### src/sv/cpd_delay.sv
// Delay line with valid bits that moves side data in step with a pipelined unit.
// Depends on nothing.
`default_nettype none

module cpd_delay #(
  parameter int W     = 8,
  parameter int DEPTH = 32
) (
  input  logic         clk,
  input  logic         rst,
  input  logic         en,
  input  logic         in_valid,
  input  logic [W-1:0] in_data,
  output logic         out_valid,
  output logic [W-1:0] out_data
);

  logic         vq [0:DEPTH-1];
  logic [W-1:0] dq [0:DEPTH-1];

  for (genvar k = 0; k < DEPTH; k++) begin : g_tap
    always_ff @(posedge clk) begin
      if (rst) begin
        vq[k] <= 1'b0;
      end else if (en) begin
        vq[k] <= (k == 0) ? in_valid : vq[(k == 0) ? 0 : k-1];
      end
    end
    always_ff @(posedge clk) begin
      if (en) begin
        dq[k] <= (k == 0) ? in_data : dq[(k == 0) ? 0 : k-1];
      end
    end
  end

  assign out_valid = vq[DEPTH-1];
  assign out_data  = dq[DEPTH-1];

endmodule

`default_nettype wire

### config.mk
export PLATFORM = sky130hd
export DESIGN_NAME = cpd_delay
export DESIGN_NICKNAME = d
export VERILOG_FILES = /design/src/sv/cpd_delay.sv
export SDC_FILE = /design/constraint.sdc
export NUM_CORES = 1
export LEC_CHECK = 0
export ABC_AREA = 1
export BUFFER_PORTS_ARGS = -buffer_cell sky130_fd_sc_hd__buf_2
export CORE_ASPECT_RATIO = 0.9
export CORE_MARGIN = 4
export CORE_UTILIZATION = 35
export CTS_BUF_LIST = sky130_fd_sc_hd__clkbuf_8 sky130_fd_sc_hd__clkbuf_16
export DETAILED_ROUTE_END_ITERATION = 8
export GPL_ROUTABILITY_DRIVEN = 1
export PLACE_DENSITY = 0.46
export SLEW_MARGIN = 15
export SYNTH_ARGS = -nofsm -noshare
export SYNTH_HDL_FRONTEND = slang
export SYNTH_SLANG_ARGS = --single-unit
### constraint.sdc
create_clock -name clk -period 1.6 [get_ports clk]
set_clock_uncertainty 0.2 [all_clocks]
set_input_delay 0.32 -clock clk [delete_from_list [all_inputs] [get_ports clk]]
set_output_delay 0.32 -clock clk [all_outputs]
set_load 0.02 [all_outputs]
# Word level (Yosys, flattened, before mapping)
# Memory sizes are Yosys's and may differ from the RTL's.
# Cells that the tools add are included.
# word_totals
word_cells,72
register_bits,0
mem_count,2
ram_bits,288
latch_bits,0
out_inout_bits,9
rom_bits,0
# mem_list
memory,words,width,read_ports,rd_clocked_by_memory_dff,wr,line_no,source
dq,32,8,32,0,32,19,logic [W-1:0] dq [0:DEPTH-1];
vq,32,1,32,0,32,18,logic vq [0:DEPTH-1];
# classes
order_cmp,0
eq_ne,0
add_sub_neg,0
div_mod_pow,0
mux,38
shifts,0
n_mul,0
reduce_logical,0
n_bitwise,32
# op_table
op,n
$mux W1,38
$or A1 B1 Y1,32

# Longest topological paths before layout
# Gate-level depths: netlist of run 1.
# logic_depth
ltp_word,4
mapped_depth,4

# Least setup slack after synthesis of run 1
# Ideal clock, no wire load.
# synth_path
path_type,input port to flip-flop
start,in rst
end,mem vq[0][0] (enable)
setup_slack_ns,0.239
arrival_ns,0.831
required_time_ns,1.070
path_buffers,0
stages,1
cell_sequence,or2_2
# synth_lines
element,line_no,source
from (decl),10,"input logic rst,"
to (decl),18,

==> results.tsv, run 1 <==
metric	value	unit
Top Layer Used	met4	
Die X	177	µm
status	complete, no violations	
Slowest cell on crit path	edfxtp_1	
routed vias	3148	
FF+latch count, synth	288	
total grt overflow	0	
critical setup path kind	reg2out	
Final ANT Viol Nets	0	
slowest stage delay, CP	390	ps
RSZ-0062 raised after global routing	yes	
R2R Setup Slk	670	ps
largest net degree at the start of global routing	83	
Seq pwr share	0.588	
share of cells above drive strength 1	0.241	
Area after DPL	9700	µm²
Leakage	3.67	nW
ANT cells	0	
Buffers & Inverters on Critical Path	1	
Rows	55	
NetSw	0.00292	W
Mean Syn Cell Area	25.2	µm²
Post-Synthesis Cells	358	
Post-DP HPWL	4610	µm
Distinct cells, synth	7	
post-synthesis cell area	9010	µm²
power density over the cells	1420	nW/µm²
Slew Limit Headroom	0.721	
DRC	0	
Critical path origin	dq[31][0]$_DFFE_PP_	
CTS tree	built	
max-slew violations	0	
Post-CTS Setup Bufs	0	
Clock Power Share	0.391	
YS warnings	0	
clock buffer depth	3	
Final period util	0.983	
Seq/Total Area, Yosys	0.959	
CP endpoint kind	primary output	
Startpoint Class	register	
sink count of the clock tree	288	
type of the most critical hold path	in2reg	
Switching Share	0.194	
Synthesized Nets	370	
max frequency	0.636	GHz
die area	28400	µm²
final net count	442	
Fillers	2153	
Multi-input gate area	208	µm²
total wire length	9740	µm
first-pass GRT wire length	16600	µm
Worst Path Required	1080	ps
Met1 Wirelength	4930	µm
Tmin final	1570	ps
via/cell ratio	3.96	
total CTS buffers	29	
Core Box Area	25300	µm²
Final Power	0.0151	W
DRT iter0 DRCs	226	
worst path cell trace	buf_6	
antenna violations before repair	0	
Worst Path Max Fanout	1	
I/O Pins	21	
Slew @ Worst Pin	418	ps
cell class contributing the biggest share of worst-path delay	flip-flops	
reg-to-reg startpoint	vq[9][0]$_DFFE_PP_	
Clk pin slew, worst setup/hold paths	60	ps
H-tree depth	1	
Worst Path Arrival	1050	ps
drt pass-1 iters	4	
Clock Tree Root	clkbuf_16	
fin area	10700	µm²
routability cong.	0.572	
met3 wire len	541	µm
gr usage total	0.0705	
max_cap viols	0	
combinational fraction of design power	0.021	
register area	8650	µm²
Int Pwr	0.0122	W
final hold viol count	0	
wire per inst	12.3	µm
VDD IR max	0.000787	V
WL met2	3980	µm
starting density of the core	0.357	
PortBufs	20	
worst skew pair latency	520	ps
vias in the first global route	3270	
hold_sp	rst	
Die H	160	µm
P&R area growth vs syn	18.5	%
setup violators final	0	
what timing repair did:
item                                    CTS  global route
hold buffers                             10             0
pin swaps                                 0             0
endpoints found under the setup margin    2             7
gates resized for setup                   0            10
endpoints found under the hold margin    13             0
per-layer routing:
| metal | track usage | up-vias |
|---|---|---|
| met5 | 0 | - |
| met4 | 0.0295 | 0 |
| met3 | 0.0237 | 29 |
| met2 | 0.0921 | 58 |
| met1 | 0.107 | 1557 |
| li1 | - | 1504 |
sequential cells by signal, indices dropped and copies added (netlist names):
name  cells
vq       32
dq      256
stage by stage:
stage	worst slack (ps)	TNS, ps	hold WS (ps)	utilization	instances
finish	27.8	0	172	0.423	794
global placement	160	0	201	0.384	731
floorplan	239	0	200	-	358
detailed placement	119	0	205	0.384	731
global route	-29.3	-106	162	0.423	794
CTS	-10.3	-10.3	154	0.422	794
cell usage in the layout (no fill, tap or decap), drive strengths merged:
master       instances
buf                 34
or2                  1
inv                 40
edfxtp             288
nand2                1
nor2                32
clkbuf              29
clkinv              14
dlygate4sd3         10
clkinvlp             3
synthesized netlist by cell type:
library cell  number  area share
edfxtp_1         288        0.96
inv_1             33       0.014
nor2_2            30       0.021
buf_6              3      0.0037
nor2_1             2     0.00083
nand2_2            1     0.00069
or2_2              1     0.00069
layout make-up:
type / instances / area share
clock buffers: 29 / 0.0680
clock inverters: 24 / 0.0115
inverters: 33 / 0.0116
multi-input cells: 34 / 0.0195
flip-flops and latches: 288 / 0.810
well taps: 342 / 0.0401
repair buffers: 44 / 0.0395
worst paths after layout:
kind | end | depth (start not counted)
max | out_data[0] | 1
min | vq[5][0]$_DFFE_PP_ | 3
max reg2reg | vq[9][1]$_DFFE_PP_ | 2
min reg2reg | dq[29][4]$_DFFE_PP_ | 0
power by group through the flow:
stage	Combinational [W]	Sequential, W	Clock (W)
2_1_floorplan	0.0000733	0.00903	0
3_3_place_gp	0.000284	0.00904	0
3_5_place_dp	0.000300	0.00905	0
4_1_cts	0.000320	0.00890	0.00619
5_1_grt	0.000354	0.00893	0.00656
6_report	0.000317	0.00889	0.00590
kinds of logic after synthesis:
kind of cell  synth area share
flops                    0.959
buf+inv                 0.0175
simple gates            0.0230
No activity file was read; power rests on OpenSTA's default activity.
==> run 2, diff against run 1 <==
--- a/config.mk
+++ b/config.mk
@@ -7,13 +7,15 @@
 export LEC_CHECK = 0
 export ABC_AREA = 1
 export BUFFER_PORTS_ARGS = -buffer_cell sky130_fd_sc_hd__buf_2
+export CELL_PAD_IN_SITES_DETAIL_PLACEMENT = 1
+export CELL_PAD_IN_SITES_GLOBAL_PLACEMENT = 1
 export CORE_ASPECT_RATIO = 0.9
 export CORE_MARGIN = 4
 export CORE_UTILIZATION = 35
 export CTS_BUF_LIST = sky130_fd_sc_hd__clkbuf_8 sky130_fd_sc_hd__clkbuf_16
 export DETAILED_ROUTE_END_ITERATION = 8
 export GPL_ROUTABILITY_DRIVEN = 1
-export PLACE_DENSITY = 0.46
+export PLACE_DENSITY = 0.5
 export SLEW_MARGIN = 15
 export SYNTH_ARGS = -nofsm -noshare
 export SYNTH_HDL_FRONTEND = slang
==> run 2 against run 1 <==
- wire length is 10% higher
- flip-flop and latch count stayed put
- die area stayed put
- non-clock buffer count is 6 higher
- first-iteration DRC count is 7.5% higher
- setup slack better by 12 ps
- critical path type unchanged
- largest cell class unchanged
- largest power group unchanged
- highest routed layer unchanged
==> results.tsv, run 2 (synthesis results as in run 1) <==
metric	value	unit
share of cells above drive strength 1	0.236	
final hold viol count	0	
Largest regs	dq: 256 flops, vq: 32 flops	
largest net degree at the start of global routing	65	
drt pass-1 iters	4	
worst skew pair latency	520	ps
Layout Utilization	0.427	
met3 wire len	518	µm
first-pass GRT wire length	17500	µm
TNS Setup	0	ps
combinational fraction of design power	0.023	
Switching Share	0.186	
Reg with most FFs	dq	
Buffers & Inverters on Critical Path	1	
critical setup path kind	reg2out	
Post-DP HPWL	5340	µm
Slowest cell on crit path	edfxtp_1	
I/O Pins	21	
power density over the cells	1420	nW/µm²
total grt overflow	0	
Final period util	0.975	
Reg2Reg Depth	2	
Fillers	2316	
commonest cells after routing, fill and taps aside	edfxtp_1, inv_1, nor2_2	
Rows	55	
WL met2	4800	µm
Leakage	3.72	nW
Non-Filler Instances	795	
routability cong.	0.657	
routed vias	3237	
Placed Cells	738	
max-slew violations	0	
max frequency	0.641	GHz
status	complete, no violations	
total CTS buffers	29	
Clk pin slew, worst setup/hold paths	60	ps
CTS tree	built	
Clock Tree Root	clkbuf_16	
Die H	160	µm
Tmin final	1560	ps
worst path cell trace	buf_6	
Seq pwr share	0.581	
clock buffer depth	3	
Clock Power Share	0.396	
PortBufs	20	
ANT cells	0	
Post-CTS Setup Bufs	0	
Final Power	0.0153	W
VDD IR max	0.000774	V
commonest non-fill, non-tap cell in the layout	edfxtp_1	
P&R area growth vs syn	19.5	%
vias in the first global route	3398	
Final ANT Viol Nets	0	
Worst Path Arrival	1040	ps
Top Layer Used	met4	
Worst Path Required	1080	ps
via/cell ratio	4.07	
NetSw	0.00285	W
starting density of the core	0.357	
Met1 Wirelength	5070	µm
max_cap viols	0	
DRT iter0 DRCs	243	
total wire length	10700	µm
CP endpoint kind	primary output	
die area	28400	µm²
Die X	177	µm
setup violators final	0	
Core Box Area	25300	µm²
Startpoint Class	register	
Worst Path Max Fanout	1	
wire per inst	13.5	µm
DRC	0	
gr usage total	0.0746	
Slew Limit Headroom	0.768	
Int Pwr	0.0125	W
antenna violations before repair	0	
H-tree depth	1	
Crit path depth	1	
RSZ-0062 raised after global routing	yes	
slowest stage delay, CP	390	ps
worst hold stages	2	
sink count of the clock tree	288	
Slew @ Worst Pin	348	ps
type of the most critical hold path	in2reg	
final net count	448	
cell class contributing the biggest share of worst-path delay	flip-flops	
max reg flops	256	
==> run 2: routing by layer <==
layer,vias to the layer above,track usage
met3,27,0.0230
li1,1505,-
met2,55,0.111
met1,1650,0.105
met4,0,0.0271
met5,-,0
==> run 2: area by class of cell <==
| cell class | count | area, µm² | share of cell area |
|---|---|---|---|
| repair buffers | 50 | 514 | 0.0477 |
| well taps | 342 | 428 | 0.0397 |
| clock buffers | 29 | 726 | 0.0673 |
| clock inverters | 19 | 128 | 0.0118 |
| flip-flops and latches | 288 | 8650 | 0.803 |
| inverters | 33 | 124 | 0.0115 |
| multi-input cells | 34 | 208 | 0.0193 |
==> run 2: through the flow <==
step	hold slack (ps)	area (µm²)	setup slack, ps
2_1_floorplan	200	9010	239
3_3_place_gp	202	9790	202
3_5_place_dp	205	9790	191
4_1_cts	58.5	10700	0.284
5_1_grt	65.5	10800	-21.9
6_report	79.8	10800	39.8
==> run 2: what timing repair did <==
action	in CTS	in global routing
hold endpoints to repair	9	0
endpoints found under the setup margin	0	7
hold buffers	9	0
gates resized for setup	0	14
==> run 2: path summary, 6_finish.rpt <==
path | start | end | slack, ps
hold reg to reg | dq[28][0]$_DFFE_PP_ | dq[29][0]$_DFFE_PP_ | 220
setup reg to reg | vq[15][0]$_DFFE_PP_ | vq[15][1]$_DFFE_PP_ | 660
setup / recovery | dq[31][2]$_DFFE_PP_ | out_data[2] | 40
hold / removal | en | dq[0][5]$_DFFE_PP_ | 80
==> run 2: power groups by stage <==
stage          sequential (W)  clock, W  combinational (W)
3_3_place_gp          0.00904         0           0.000308
4_1_cts               0.00892   0.00637           0.000345
3_5_place_dp          0.00906         0           0.000329
5_1_grt               0.00894   0.00671           0.000381
6_report              0.00890   0.00607           0.000345
2_1_floorplan         0.00903         0          0.0000733
