==> config.mk <==
export PLATFORM = sky130hd
export DESIGN_NAME = cpd_div
export DESIGN_NICKNAME = d
export VERILOG_FILES = /design/src/sv/cpd_pkg.sv /design/src/sv/cpd_div.sv
export SDC_FILE = /design/constraint.sdc
export NUM_CORES = 2
export LEC_CHECK = 0
export ABC_AREA = 0
export BUFFER_PORTS_ARGS = -buffer_cell sky130_fd_sc_hd__clkbuf_2
export CAP_MARGIN = 40
export CORE_MARGIN = 2
export CORE_UTILIZATION = 64
export CTS_CLUSTER_DIAMETER = 30
export DETAILED_ROUTE_END_ITERATION = 10
export PLACE_DENSITY_LB_ADDON = 0.05
export SETUP_SLACK_MARGIN = 0.05
export SLEW_MARGIN = 30
export SYNTH_ARGS = -nofsm -noshare
export SYNTH_HDL_FRONTEND = slang
export SYNTH_SLANG_ARGS = --single-unit
==> constraint.sdc <==
create_clock -name clk -period 4.3 [get_ports clk]
set_clock_uncertainty 0.1 [all_clocks]
set_input_delay 0.43 -clock clk [delete_from_list [all_inputs] [get_ports clk]]
set_output_delay 0.43 -clock clk [all_outputs]
set_load 0.1 [all_outputs]
==> src/sv/cpd_pkg.sv <==
// Shared types, constants and fixed-point helpers for the conic point distance block.
// No dependencies; every other file but cpd_delay imports this package.
`default_nettype none

package cpd_pkg;

  localparam int COEF_W     = 32;
  localparam int TOL_W      = 31;
  localparam int DIST_W     = 31;
  localparam int CFG_IDX_W  = 3;
  localparam int SQRT_STEPS = 32;
  localparam int DIV_STEPS  = 31;

  // Register indexes of the configuration port
  localparam logic [CFG_IDX_W-1:0] REG_COEF_CONST = 3'd0;
  localparam logic [CFG_IDX_W-1:0] REG_COEF_X     = 3'd1;
  localparam logic [CFG_IDX_W-1:0] REG_COEF_Y     = 3'd2;
  localparam logic [CFG_IDX_W-1:0] REG_COEF_XX    = 3'd3;
  localparam logic [CFG_IDX_W-1:0] REG_COEF_XY    = 3'd4;
  localparam logic [CFG_IDX_W-1:0] REG_COEF_YY    = 3'd5;
  localparam logic [CFG_IDX_W-1:0] REG_TOLERANCE  = 3'd6;

  // Saturation bound of the double-width intermediates
  localparam logic signed [63:0] WLIM = 64'sh4000_0000_0000_0000;
  localparam logic [DIST_W-1:0]  DMAX = 31'h7FFF_FFFF;

  typedef enum logic [2:0] {
    CLS_ELLIPSE   = 3'd0,
    CLS_HYPERBOLA = 3'd1,
    CLS_PARABOLA  = 3'd2,
    CLS_TWO_LINES = 3'd3,
    CLS_LINE      = 3'd4,
    CLS_NONE      = 3'd5
  } conic_class_t;

  typedef struct packed {
    logic signed [COEF_W-1:0] coef_const;
    logic signed [COEF_W-1:0] coef_x;
    logic signed [COEF_W-1:0] coef_y;
    logic signed [COEF_W-1:0] coef_xx;
    logic signed [COEF_W-1:0] coef_xy;
    logic signed [COEF_W-1:0] coef_yy;
    logic        [TOL_W-1:0]  tolerance;
  } cpd_cfg_t;

  typedef struct packed {
    logic signed [COEF_W-1:0] conic_value;
    logic signed [COEF_W-1:0] grad_x;
    logic signed [COEF_W-1:0] grad_y;
    logic        [DIST_W-1:0] approx_distance;
    logic                     distance_invalid;
    conic_class_t             conic_class;
  } cpd_res_t;

  function automatic logic [63:0] mag64(input logic signed [63:0] v);
    return v[63] ? 64'(-v) : 64'(v);
  endfunction

  function automatic logic [31:0] mag32(input logic signed [31:0] v);
    return v[31] ? 32'(-v) : 32'(v);
  endfunction

  // Add two values within +-WLIM and clamp the sum to +-WLIM
  function automatic logic signed [63:0] sadd(input logic signed [63:0] a,
                                              input logic signed [63:0] b);
    logic signed [64:0] s;
    s = 65'(a) + 65'(b);
    if (s > 65'(WLIM)) return WLIM;
    else if (s < -65'(WLIM)) return -WLIM;
    else return s[63:0];
  endfunction

  // Shift right, rounding half away from zero; |v| <= WLIM
  function automatic logic signed [63:0] rshr64(input logic signed [63:0] v, input int sh);
    logic [63:0] u;
    u = (mag64(v) + (64'd1 << (sh - 1))) >> sh;
    return v[63] ? 64'(-u) : 64'(u);
  endfunction

  // Round to the single-width format and saturate to 32 bits
  function automatic logic signed [31:0] rnd_sat32(input logic signed [63:0] v, input int sh);
    logic [63:0] u;
    logic signed [31:0] r;
    u = (mag64(v) + (64'd1 << (sh - 1))) >> sh;
    if (!v[63]) r = (u > 64'h7FFF_FFFF) ? 32'sh7FFF_FFFF : u[31:0];
    else r = (u > 64'h8000_0000) ? 32'sh8000_0000 : 32'(-u[31:0]);
    return r;
  endfunction

endpackage

`default_nettype wire

==> src/sv/cpd_div.sv <==
// Pipelined restoring divider: 31-bit floored quotient and an overflow flag
// for quotients that do not fit. Depends on cpd_pkg.
`default_nettype none

module cpd_div #(
  parameter int NUM_W = 49
) (
  input  logic                    clk,
  input  logic                    en,
  input  logic [NUM_W-1:0]        num,
  input  logic [32:0]             den,
  output logic [cpd_pkg::DIST_W-1:0] quo,
  output logic                    ovf
);
  import cpd_pkg::*;

  logic [32:0]       rr [0:DIV_STEPS-1];
  logic [30:0]       lo [0:DIV_STEPS-1];
  logic [32:0]       dd [0:DIV_STEPS-1];
  logic [DIST_W-1:0] qq [0:DIV_STEPS];
  logic              ov [0:DIV_STEPS];
  logic [NUM_W-32:0] r0;

  assign r0 = num[NUM_W-1:31];

  // Quotient overflows when the high part already reaches the divisor
  always_ff @(posedge clk) begin
    if (en) begin
      rr[0] <= 33'(r0);
      lo[0] <= num[30:0];
      dd[0] <= den;
      qq[0] <= '0;
      ov[0] <= 34'(r0) >= 34'(den);
    end
  end

  for (genvar k = 1; k <= DIV_STEPS; k++) begin : g_step
    logic [33:0] trial;
    logic        ge;

    assign trial = {rr[k-1], lo[k-1][DIV_STEPS-k]};
    assign ge    = trial >= {1'b0, dd[k-1]};

    always_ff @(posedge clk) begin
      if (en) begin
        qq[k] <= {qq[k-1][DIST_W-2:0], ge};
        ov[k] <= ov[k-1];
      end
    end

    if (k < DIV_STEPS) begin : g_rem
      always_ff @(posedge clk) begin
        if (en) begin
          rr[k] <= ge ? 33'(trial - {1'b0, dd[k-1]}) : trial[32:0];
          lo[k] <= lo[k-1];
          dd[k] <= dd[k-1];
        end
      end
    end
  end

  assign quo = qq[DIV_STEPS];
  assign ovf = ov[DIV_STEPS];

endmodule

`default_nettype wire

Word level (Yosys, flattened, before mapping)
Memory sizes are Yosys's and may differ from the RTL's.
Cells that the tools add are included.
{"block": "totals", "regBits": 0, "ramBits": 4031, "in_bits": 84, "output_inout_bits": 32, "mem_count": 5}
{"name": "dd", "words": 31, "width": 33, "read_ports": 31, "rd_ports_with_merged_regs": 0, "wr": 31, "line": "cpd_div.sv:19", "source": "logic [32:0] dd [0:DIV_STEPS-1];"}
{"name": "rr", "words": 31, "width": 33, "read_ports": 31, "rd_ports_with_merged_regs": 0, "wr": 31, "line": "cpd_div.sv:17", "source": "logic [32:0] rr [0:DIV_STEPS-1];"}
{"name": "qq", "words": 32, "width": 31, "read_ports": 32, "rd_ports_with_merged_regs": 0, "wr": 32, "line": "cpd_div.sv:20", "source": "logic [DIST_W-1:0] qq [0:DIV_STEPS];"}
{"name": "lo", "words": 31, "width": 31, "read_ports": 31, "rd_ports_with_merged_regs": 0, "wr": 31, "line": "cpd_div.sv:18", "source": "logic [30:0] lo [0:DIV_STEPS-1];"}
{"name": "ov", "words": 32, "width": 1, "read_ports": 32, "rd_ports_with_merged_regs": 0, "wr": 32, "line": "cpd_div.sv:21", "source": "logic ov [0:DIV_STEPS];"}
{"block": "op_classes", "addsub": 30, "n_lt_le_gt_ge": 32, "n_mux": 32}
{"operator": "greater-or-equal comparator 34 x 33 -> 1 bit", "count": 31}
{"operator": "2-to-1 mux 33 bit", "count": 30}
{"operator": "subtractor 33 bit", "count": 30}
{"operator": "greater-or-equal comparator 18 x 33 -> 1 bit", "count": 1}
{"operator": "2-to-1 mux 1 bit", "count": 2}

Longest topological paths before layout
{"block": "logic_depth", "depth_word": 2, "depth_mapped": 16}

Least setup slack after synthesis
No wires, ideal clock.
{"block": "synth_path", "path_type": "register -> register", "start": "memory lo[21][9], in the netlist lo[1][164]", "end": "memory rr[22][12] (data pin)", "t_arrival_ns": 3.441, "slack_ns": 0.497, "stages_incl_launch_ff": 16, "path_buffers": 2, "synth_period_minus_slack_ns": 3.803, "cell_sequence": "edfxtp_1 > inv_1 > ha_1 > inv_1 > fa_1 > a211oi_1 > o21ai_0 > o211ai_1 > o21ai_1 > a2111o_1 > a21oi_4 > a211oi_1 > or4b_1 > buf_2 > buf_6 > mux2_1"}
{"item": "start, declared", "line": "cpd_div.sv:18"}
{"item": "end, declared", "line": "cpd_div.sv:17"}

==> impl_metrics.json <==
{
  "outcome": "completed",
  "syn_area_per_cell_um2": 12.1,
  "slew_headroom_pct": 35.7,
  "r2r_slack_ps": 70,
  "ant_nets": 0,
  "pwr-share-comb_pct": 36.8,
  "die-area_um2": 247000,
  "design_area_um2": 182000,
  "hold_end": "lo[0][4]$_DFFE_PP_",
  "placed_area_um2": 161000,
  "num_rows": 181,
  "reg2reg_depth": 16,
  "hold_viol": 0,
  "grt_overflow_total": 0,
  "worstSetupEndpointType": "flop",
  "r2r-start": "lo[0][450]$_DFFE_PP_",
  "yosysMostFrequentCell": "edfxtp_1",
  "grt_antenna_before_repair": 5,
  "crit_fanout": 9,
  "grt_pass1_wl_um": 576000,
  "dr_total_vias": 103978,
  "clock.fmax_mhz": 237,
  "die_w_um": 497,
  "rsz0062_at_grt": "yes",
  "sw_frac_of_total_pct": 35.3,
  "drive_gt1_share_pct": 12.3,
  "yosys_register_bits": 3055,
  "min_period_over_period_pct": 98.3,
  "gp_congestion": 0.954,
  "grtUsageTotal_pct": 29.5,
  "clkTransAtPathRegs_ps": 60,
  "cts_max_level": 6,
  "grt_pass1_vias": 104113,
  "synth_area_leaders": "edfxtp_1 (59%), ha_1 (8.3%), a21oi_1 (3.4%), inv_1 (3.1%), xnor2_1 (2.7%)",
  "yosysTopAreaCell": "edfxtp_1",
  "drt_wl_total_um": 371000,
  "p_clk_share_pct": 30.5,
  "ys_async_sr_fraction_pct": 0,
  "r2r_end": "rr[15][7]$_DFFE_PP_",
  "ys_warn_count": 0,
  "p_per_area_nw_per_um2": 796,
  "drcViolationCount": 0,
  "netlist_instances": 12819,
  "firstDrtPassIters": 6,
  "start_util_pct": 64.2,
  "slew_viol_final": 0,
  "nNetsFinal": 14668,
  "cts-root-buf": "clkbuf_16",
  "p_leak_nw": 74.1,
  "core-area_um2": 243000,
  "drt_iter0_drc": 9503,
  "via_per_inst": 6.05,
  "p_switching_mw": 51.0,
  "cts_made_buffers": 560,
  "peakVddDrop_mv": 0.494,
  "cts_buffer_depth": 4,
  "p_seq_share_pct": 32.7,
  "critPathRequiredTime_ps": 4860,
  "drv_cap": 0,
  "synth_edf_count": 3055,
  "synth_common_cells": "edfxtp_1 (3055), inv_1 (1278), a21oi_1 (1062)",
  "hold_path_depth": 2,
  "min_from": "num[4]",
  "min_period_ps": 4230,
  "yosysTopAreaCellShare_pct": 58.9,
  "tightest_slew_ps": 962,
  "hpwlAfterDp_um": 260000,
  "wl_per_cell_um": 21.6,
  "ys.flop_type": "edfxtp_1",
  "nFillCells": 15448,
  "fp.dieH_um": 497,
  "synthesis.nets": 13960,
  "final_cells": 17190,
  "critPathKind": "flop to flop",
  "io_buffers": 115,
  "cts.sinks": 3055,
  "clk_latency_ps": 930,
  "dpl.cell_count": 16069,
  "intPower_mw": 93.6,
  "final-setup-viol-count": 0,
  "hold_class": "input port to flop",
  "synth_area_um2": 156000,
  "cp.arrival_ps": 4790,
  "cp-start-kind": "flop",
  "area_delta_synth_final_pct": 16.7,
  "ioPinCount": 116,
  "yosys.cell_types.count": 102,
  "grt_max_degree": 119,
  "ys_seq_area_share_pct": 58.9,
  "cts_tree": "yes"
}
==> how the worst max path moves through the flow <==
stage / start / endpoint / cells past startpoint
2_1_floorplan: lo[1][164]$_DFFE_PP_ / rr[22][12]$_DFFE_PP_ / 15
3_3_place_gp: lo[0][270]$_DFFE_PP_ / rr[9][1]$_DFFE_PP_ / 14
3_5_place_dp: lo[0][270]$_DFFE_PP_ / rr[9][3]$_DFFE_PP_ / 14
4_1_cts: dd[3][0]$_DFFE_PP_ / rr[13][32]$_DFFE_PP_ / 14
5_1_grt: lo[0][270]$_DFFE_PP_ / rr[9][19]$_DFFE_PP_ / 15
6_report: lo[0][450]$_DFFE_PP_ / rr[15][7]$_DFFE_PP_ / 16
==> logic make-up after synthesis <==
logic type,share of synthesized area (%)
compound gates,13.6
xor+xnor,4.68
fa+ha+maj,8.64
buf+inv,3.94
flops,58.9
mux,2.22
simple gates,7.99
==> repair_timing <==
action / CTS / global route
pin swaps: 1 / 15
cloned: 0 / 1
hold buffers: 83 / 0
resized for setup: 3 / 42
hold endpoints to repair: 132 / 0
setup buffers: 1 / 11
setup endpoints to repair: 46 / 294
==> flip-flops by register name (all words and copies together), names as in the netlist <==
name and cells:
dd 1023, rr 1008, lo 496, qq 496
ov 32
==> final cells by class <==
type                       instances  area, um^2  area share (%)
clock buffer                     614       14300            7.88
tap                             3202        4010            2.20
sequential                      3055       91700            50.5
inverter                        1278        4800            2.64
antenna                            9        22.5          0.0124
clock inverter                   400        4780            2.63
timing repair buffer             439        3920            2.16
multi-input combinational       8193       58100            32.0
==> metrics by stage <==
step	total power, mW	hold WS [ps]	setup TNS, ps	util [%]	setup slack (ps)
6_report	145	122	0	74.9	72.1
5_1_grt	153	88.2	-222	74.9	-25.1
4_1_cts	144	56.2	0	74.8	50.9
3_5_place_dp	99.0	305	0	66.5	46.8
3_3_place_gp	97.6	300	0	66.5	147
2_1_floorplan	84.3	300	0	-	497
==> cell usage in the layout, fill, tap and decap left out, types with 62 or more instances in the layout <==
cell type / count
nand2b_1: 141
o21ai_0: 767
dlygate4sd3_1: 83
and3_1: 94
o211ai_1: 62
nand4_1: 126
clkinv_2: 66
ha_1: 1026
nor2_1: 692
a21o_1: 518
o21a_1: 114
xnor2_1: 481
a211oi_1: 78
mux2_2: 294
edfxtp_1: 3055
xor2_1: 351
nor2b_1: 118
a31oi_1: 106
o21bai_1: 151
nand3_1: 174
inv_1: 1277
o31ai_1: 70
nor3_1: 123
clkbuf_16: 566
inv_6: 62
clkbuf_2: 115
nand2_1: 879
a21oi_1: 1057
buf_4: 182
==> power groups by stage <==
| stage | logic [mW] | clock network (mW) | registers, mW |
|---|---|---|---|
| finish | 53.2 | 44.1 | 47.3 |
| global route | 58.8 | 46.1 | 47.7 |
| floorplan | 39.6 | 0 | 44.7 |
| detailed placement | 51.3 | 0 | 47.6 |
| CTS | 52.2 | 44.7 | 47.3 |
| global placement | 49.9 | 0 | 47.7 |
==> layer usage <==
metal  wire (um)  track usage [%]  up-vias
met4       17000             13.5        0
li1            -                -    48966
met3       19900             3.87     1038
met1      146000             36.5    50204
met5           0                0        -
met2      188000             51.6     3770
==> worst max-delay path: stages, from the launching register on <==
cell and delay [ps]:
edfxtp_1 370, inv_2 80, ha_2 170, inv_1 60, fa_2 390, a211oi_4 300, o21ai_2 100, a311oi_2 330
o211ai_1 180, a221o_1 400, o211ai_2 270, o22a_1 250, nand3_2 110, a21oi_4 190, buf_12 150, clkbuf_16 160
mux2_2 330
Note: power is estimated with default switching activity, not from simulation.
