<file path="src/sv/cpd_pkg.sv">
// Shared types, constants and fixed-point helpers for the conic point distance block.
// No dependencies; every other file but cpd_delay imports this package.
`default_nettype none

package cpd_pkg;

  localparam int COEF_W     = 32;
  localparam int TOL_W      = 31;
  localparam int DIST_W     = 31;
  localparam int CFG_IDX_W  = 3;
  localparam int SQRT_STEPS = 32;
  localparam int DIV_STEPS  = 31;

  // Register indexes of the configuration port
  localparam logic [CFG_IDX_W-1:0] REG_COEF_CONST = 3'd0;
  localparam logic [CFG_IDX_W-1:0] REG_COEF_X     = 3'd1;
  localparam logic [CFG_IDX_W-1:0] REG_COEF_Y     = 3'd2;
  localparam logic [CFG_IDX_W-1:0] REG_COEF_XX    = 3'd3;
  localparam logic [CFG_IDX_W-1:0] REG_COEF_XY    = 3'd4;
  localparam logic [CFG_IDX_W-1:0] REG_COEF_YY    = 3'd5;
  localparam logic [CFG_IDX_W-1:0] REG_TOLERANCE  = 3'd6;

  // Saturation bound of the double-width intermediates
  localparam logic signed [63:0] WLIM = 64'sh4000_0000_0000_0000;
  localparam logic [DIST_W-1:0]  DMAX = 31'h7FFF_FFFF;

  typedef enum logic [2:0] {
    CLS_ELLIPSE   = 3'd0,
    CLS_HYPERBOLA = 3'd1,
    CLS_PARABOLA  = 3'd2,
    CLS_TWO_LINES = 3'd3,
    CLS_LINE      = 3'd4,
    CLS_NONE      = 3'd5
  } conic_class_t;

  typedef struct packed {
    logic signed [COEF_W-1:0] coef_const;
    logic signed [COEF_W-1:0] coef_x;
    logic signed [COEF_W-1:0] coef_y;
    logic signed [COEF_W-1:0] coef_xx;
    logic signed [COEF_W-1:0] coef_xy;
    logic signed [COEF_W-1:0] coef_yy;
    logic        [TOL_W-1:0]  tolerance;
  } cpd_cfg_t;

  typedef struct packed {
    logic signed [COEF_W-1:0] conic_value;
    logic signed [COEF_W-1:0] grad_x;
    logic signed [COEF_W-1:0] grad_y;
    logic        [DIST_W-1:0] approx_distance;
    logic                     distance_invalid;
    conic_class_t             conic_class;
  } cpd_res_t;

  function automatic logic [63:0] mag64(input logic signed [63:0] v);
    return v[63] ? 64'(-v) : 64'(v);
  endfunction

  function automatic logic [31:0] mag32(input logic signed [31:0] v);
    return v[31] ? 32'(-v) : 32'(v);
  endfunction

  // Add two values within +-WLIM and clamp the sum to +-WLIM
  function automatic logic signed [63:0] sadd(input logic signed [63:0] a,
                                              input logic signed [63:0] b);
    logic signed [64:0] s;
    s = 65'(a) + 65'(b);
    if (s > 65'(WLIM)) return WLIM;
    else if (s < -65'(WLIM)) return -WLIM;
    else return s[63:0];
  endfunction

  // Shift right, rounding half away from zero; |v| <= WLIM
  function automatic logic signed [63:0] rshr64(input logic signed [63:0] v, input int sh);
    logic [63:0] u;
    u = (mag64(v) + (64'd1 << (sh - 1))) >> sh;
    return v[63] ? 64'(-u) : 64'(u);
  endfunction

  // Round to the single-width format and saturate to 32 bits
  function automatic logic signed [31:0] rnd_sat32(input logic signed [63:0] v, input int sh);
    logic [63:0] u;
    logic signed [31:0] r;
    u = (mag64(v) + (64'd1 << (sh - 1))) >> sh;
    if (!v[63]) r = (u > 64'h7FFF_FFFF) ? 32'sh7FFF_FFFF : u[31:0];
    else r = (u > 64'h8000_0000) ? 32'sh8000_0000 : 32'(-u[31:0]);
    return r;
  endfunction

endpackage

`default_nettype wire

</file>
<file path="src/sv/cpd_sqrt.sv">
// Pipelined floor square root of a 64-bit value, one result bit per stage.
// Depends on cpd_pkg.
`default_nettype none

module cpd_sqrt (
  input  logic        clk,
  input  logic        en,
  input  logic [63:0] rad,
  output logic [31:0] root
);
  import cpd_pkg::*;

  logic [63:0] rq [0:SQRT_STEPS-1];
  logic [63:0] vq [0:SQRT_STEPS-2];

  for (genvar k = 0; k < SQRT_STEPS; k++) begin : g_step
    localparam logic [63:0] BIT = 64'd1 << (62 - 2 * k);
    logic [63:0] v_in;
    logic [63:0] r_in;
    logic [63:0] trial;
    logic        ge;

    if (k == 0) begin : g_first
      assign v_in = rad;
      assign r_in = '0;
    end else begin : g_next
      assign v_in = vq[k-1];
      assign r_in = rq[k-1];
    end

    assign trial = r_in + BIT;
    assign ge    = v_in >= trial;

    always_ff @(posedge clk) begin
      if (en) begin
        rq[k] <= ge ? (r_in >> 1) + BIT : r_in >> 1;
      end
    end

    if (k < SQRT_STEPS - 1) begin : g_rem
      always_ff @(posedge clk) begin
        if (en) begin
          vq[k] <= ge ? v_in - trial : v_in;
        end
      end
    end
  end

  assign root = rq[SQRT_STEPS-1][31:0];

endmodule

`default_nettype wire

</file>
<file path="config.mk">
export PLATFORM = sky130hd
export DESIGN_NAME = cpd_sqrt
export DESIGN_NICKNAME = d
export VERILOG_FILES = /design/src/sv/cpd_pkg.sv /design/src/sv/cpd_sqrt.sv
export SDC_FILE = /design/constraint.sdc
export NUM_CORES = 2
export LEC_CHECK = 0
export BUFFER_PORTS_ARGS = -buffer_cell sky130_fd_sc_hd__clkbuf_2
export CORE_MARGIN = 8
export CORE_UTILIZATION = 48
export CTS_CLUSTER_DIAMETER = 200
export DETAILED_ROUTE_END_ITERATION = 12
export PLACE_DENSITY = 0.61
export SETUP_SLACK_MARGIN = 0.2
export SKIP_CTS_REPAIR_TIMING = 1
export SLEW_MARGIN = 20
export SYNTH_ARGS = -nofsm -noshare
export SYNTH_HDL_FRONTEND = slang
export SYNTH_SLANG_ARGS = --single-unit
</file>
<file path="constraint.sdc">
create_clock -name clk -period 4 [get_ports clk]
set_input_delay 0.4 -clock clk [delete_from_list [all_inputs] [get_ports clk]]
set_output_delay 0.4 -clock clk [all_outputs]
set_load 0.01 [all_outputs]
</file>
=== Yosys cells after proc, flatten, opt, wreduce, memory -nomap -nowiden ===
Memory sizes are Yosys's and may differ from the RTL's.
Index checks and enable logic that the tools add are counted.

* Bits in registers: 0
* Latch bits: 0
* RAM bits: 4032
* Bits in read-only memories: 0
* Output and inout bits: 32
* Memories: 2

{| class="wikitable"
|+ Memories
! memory !! depth !! width !! rd ports !! clocked after memory_dff !! write ports !! RTL line !! source
|-
| rq || 32 || 64 || 32 || 0 || 32 || cpd_sqrt.sv:13 || <nowiki>logic [63:0] rq [0:SQRT_STEPS-1];</nowiki>
|-
| vq || 31 || 64 || 31 || 0 || 31 || cpd_sqrt.sv:14 || <nowiki>logic [63:0] vq [0:SQRT_STEPS-2];</nowiki>
|}

* $add $sub $neg: 93
* Multipliers: 0
* Div/mod/pow operators: 0
* Magnitude comparators: 32
* Equality and inequality tests: 0
* Shifts and indexed selects: 0
* Multiplexer cells: 65
* Bitwise logic cells: 0
* Reduce and logical (&&, ||, !) cells: 0

{| class="wikitable"
|+ Operators by type and width
! operator !! count
|-
| 64-bit 2-to-1 mux || 62
|-
| 64-bit >= comparator || 31
|-
| 64-bit subtractor || 30
|-
| 63-bit by 1-bit adder with 64-bit output (second input constant) || 1
|-
| 63-bit by 11-bit adder with 64-bit output (second input constant) || 1
|-
| 63-bit by 13-bit adder with 64-bit output (second input constant) || 1
|-
| 63-bit by 15-bit adder with 64-bit output (second input constant) || 1
|-
| 63-bit by 17-bit adder with 64-bit output (second input constant) || 1
|-
| 63-bit by 19-bit adder with 64-bit output (second input constant) || 1
|-
| 63-bit by 21-bit adder with 64-bit output (second input constant) || 1
|-
| 63-bit by 23-bit adder with 64-bit output (second input constant) || 1
|-
| 63-bit by 25-bit adder with 64-bit output (second input constant) || 1
|-
| 63-bit by 27-bit adder with 64-bit output (second input constant) || 1
|-
| 63-bit by 29-bit adder with 64-bit output (second input constant) || 1
|-
| 63-bit by 3-bit adder with 64-bit output (second input constant) || 1
|-
| 63-bit by 31-bit adder with 64-bit output (second input constant) || 1
|-
| 63-bit by 33-bit adder with 64-bit output (second input constant) || 1
|-
| 63-bit by 35-bit adder with 64-bit output (second input constant) || 1
|-
| 63-bit by 37-bit adder with 64-bit output (second input constant) || 1
|-
| 63-bit by 39-bit adder with 64-bit output (second input constant) || 1
|-
| 63-bit by 41-bit adder with 64-bit output (second input constant) || 1
|-
| 63-bit by 43-bit adder with 64-bit output (second input constant) || 1
|-
| 63-bit by 45-bit adder with 64-bit output (second input constant) || 1
|-
| 63-bit by 47-bit adder with 64-bit output (second input constant) || 1
|-
| other kinds (45) || 46
|}

=== Logic depth before layout (Yosys ltp) ===
An unclocked memory read counts as a cell.

* Word-level depth: 4
* Mapped depth: 16
* Gate-level depth less buffers: 12

=== Least setup slack after synthesis ===
Ideal clock, no wire load.

* Path kind: register -> register
* Start point: mem vq[25][13] (netlist: vq[1][589])
* End point: mem vq[26][12] (netlist: vq[1][652]) (data pin)
* Setup time: 0.270 ns
* Arrival: 3.164 ns
* Data required time: 3.730 ns
* Path slack: 0.566 ns
* Stages on the path, launching flop included: 13
* Path buffers: 3
* Cells stage by stage: edfxtp_1 -> ha_1 -> or4b_2 -> nor4b_1 -> nand4_1 -> o211a_1 -> and2_1 -> and2_1 -> clkbuf_1 -> inv_1 -> clkbuf_1 -> clkbuf_1 -> a21oi_1

{| class="wikitable"
|+ RTL lines
! item !! RTL line
|-
| start, declared || cpd_sqrt.sv:14
|}

==> impl_metrics.tcl <==
set metrics [dict create \
    cts_buffers 289 \
    fp.dieH_um 518 \
    leakagePower_nw 51.9 \
    r2r_end "vq[1][315]" \
    irDropWorstVdd_uv 457 \
    finalCriticalPeriod_ps 3730 \
    ys.warnings.count 0 \
    grt_pass1_wl_um 481000 \
    r2r.worst_path.cells 11 \
    insertion_delay_ps 980 \
    power_density_nw_per_um2 580 \
    yosysUniqueCellTypes 91 \
    overflow 0 \
    drc_errors 0 \
    synthCells 9731 \
    vias_per_cell 5.75 \
    worstPathArrival_ps 4340 \
    hpwlAfterDp_um 242000 \
    finalHoldViolCount 0 \
    synth-seq-area-share 0.623 \
    h-tree-depth 5 \
    ios 98 \
    async_reset_ff_frac 0 \
    rows 184 \
    cap_violations 0 \
    outcome "finished clean" \
    ys.flop_type "edfxtp_1" \
    grt_max_degree 179 \
    grt_pass1_vias 77400 \
    fp.dieW_um 518 \
    final_nets 10900 \
    timing.rr.start "vq[1][231]" \
    worst_pin_slew_ps 1060 \
    fmax_mhz 268 \
    setup_tns_ps 0 \
    ctsRootBufferMaster "clkbuf_16" \
    synth_area_per_cell_um2 12.5 \
    relSlewSlack 0.272 \
    min_period_over_period 0.932 \
    hold_class "in2reg" \
    dr_total_vias 79400 \
    cp-start-kind "register" \
    die_area_um2 269000 \
    reg2reg_setup_slack_ps 270 \
    drt_wl_total_um 320000 \
    worst-setup-path-type "reg2reg" \
    rsz0062_at_grt "yes" \
    cp_data_required_time_ps 4610 \
    power_mw 79.9 \
    ant_nets 0 \
    fin_skew_ps 90.1 \
    worstSetupEndpoint "vq[1][315]" \
    portBuffers 97 \
    final_cells 13800 \
    drtIter0Drc 7583 \
    drive_gt1_frac 0.0923 \
    ys_ff_latch 2512 \
    start_util 0.482 \
    core_region_area_um2 251000 \
    cts_tree "built" \
    crit_fanout 7 \
    wl_per_cell_um 23.2 \
    setup-violations-final 0 \
    cts.path.max_buffers 4 \
    synth-edff-count 2512 \
    clk_pin_slew_ps 60 \
    crit_start "vq[1][231]" \
    antenna_found_initial 15 \
    placed_cells 13200 \
    synth_fp_nets 10400 \
    syn2layout_area_growth_pct 13.6 \
    netlist_area_um2 121000 \
    cts_sinks 2512 \
    cp-end-kind "register" \
    gp_congestion 0.948 \
    grt_usage 0.230 \
    firstDrtPassIters 6 \
    slew_violations 0 \
]
==> where the power goes <==
group	internal, mW	switching [mW]	leakage (nW)
registers	33.5	3.05	24.2
logic	7.27	10.2	23.3
clock network	15.4	10.4	4.44
total	56.2	23.6	51.9
==> critical path, stage by stage, from the launching register on <==
cell and delay [ps]:
edfxtp_1 410, ha_1 440, and4_1 320, nor4bb_4 460, nand3_2 190, nor4_4 380, buf_4 180, nor3_1 50
nor3b_4 170, or2_1 310, a2111oi_1 430, xor2_1 140
==> cell usage in the layout (no fill, tap or decap), types with 31 or more instances in the layout <==
cell type	synthesis	layout
a211oi_1	47	41
a21boi_0	31	31
a21o_1	251	251
a21oi_1	628	622
a31oi_1	62	57
and2_1	41	40
and3_1	51	50
and4_1	32	32
buf_4	2	228
bufinv_16	0	31
clkbuf_1	157	46
clkbuf_16	0	294
clkbuf_2	0	96
clkinv_1	1	46
clkinv_2	0	42
dlygate4sd3_1	0	66
edfxtp_1	2512	2512
ha_1	558	554
inv_1	716	715
mux2_2	60	60
nand2_1	616	616
nand2b_1	107	107
nand3_1	170	169
nand3b_1	38	38
nand4_1	160	160
nor2_1	650	649
nor2b_1	72	72
nor3_1	293	289
nor4_1	310	301
nor4b_1	51	48
o211ai_1	38	38
o21a_1	93	93
o21ai_0	454	450
o21bai_1	42	42
o31ai_1	49	48
or2_2	40	40
or3_1	95	95
or4_1	54	53
xnor2_1	491	491
xor2_1	394	394
==> cell families after synthesis <==
logic type | after synthesis | synth area share
DFF | 2512 | 0.623
xor gates and xnor gates | 885 | 0.0640
buffers and inverters | 914 | 0.0288
muxes | 67 | 0.00617
and+or+nand+nor | 2884 | 0.123
AOI/OAI and AO/OA | 1911 | 0.0978
adders and majority gates | 558 | 0.0576
==> cells in the mapped netlist, drive strengths merged (61+ instances only) <==
| master | n | area [um^2] |
|---|---|---|
| a21o | 251 | 1880 |
| a21oi | 629 | 3150 |
| a31oi | 62 | 388 |
| clkbuf | 157 | 589 |
| edfxtp | 2512 | 75400 |
| ha | 558 | 6980 |
| inv | 722 | 2710 |
| mux2 | 61 | 687 |
| nand2 | 616 | 2310 |
| nand2b | 107 | 669 |
| nand3 | 170 | 851 |
| nand4 | 160 | 1000 |
| nor2 | 650 | 2440 |
| nor2b | 72 | 450 |
| nor3 | 296 | 1500 |
| nor4 | 312 | 1960 |
| o21a | 93 | 698 |
| o21ai | 458 | 2290 |
| or3 | 95 | 594 |
| xnor2 | 491 | 4300 |
| xor2 | 394 | 3450 |
==> flip-flops by register name (all words and copies together) (netlist names) <==
name,flops
vq,1984
rq,528
==> through the flow <==
stage / worst slack (ps) / hold slack, ps / utilization / cell area (um^2)
finish: 272 / 153 / 0.548 / 138000
global route: 131 / 90.6 / 0.548 / 138000
CTS: -432 / -484 / 0.544 / 137000
detailed placement: -411 / 433 / 0.507 / 127000
global placement: -300 / 428 / 0.507 / 127000
floorplan: 566 / 417 / - / 121000
==> area by class of cell <==
class	count	area, um^2
inverters	723	2720
clock inverters	155	1670
multi-input cells	6305	42700
well taps	3348	4190
diodes	4	10.0
clock buffers	340	7530
flip-flops and latches	2512	75400
repair buffers	418	3410
fillers	20700	114000
==> routing by layer <==
| metal | global-route usage | part of all wire | vias to the layer above | wire (um) |
|---|---|---|---|---|
| met2 | 0.387 | 0.48 | 2333 | 154000 |
| li1 | - | - | 37500 | - |
| met4 | 0.0657 | 0.030 | 2 | 9710 |
| met5 | 0 | 0.000047 | - | 15 |
| met1 | 0.310 | 0.43 | 39100 | 138000 |
| met3 | 0.0339 | 0.057 | 505 | 18200 |
==> how the worst min path moves through the flow <==
stage,start,endpoint,slack (ps),cells past startpoint
detailed placement,rq[4][30],rq[4][93],430,0
global placement,vq[1][384],vq[1][448],430,0
finish,rad[53],vq[0][53],150,2
floorplan,vq[0][413],vq[0][477],420,0
CTS,rad[57],vq[0][57],-480,1
global route,rad[53],vq[0][53],90,2
Power figures use the tool's default switching activity.
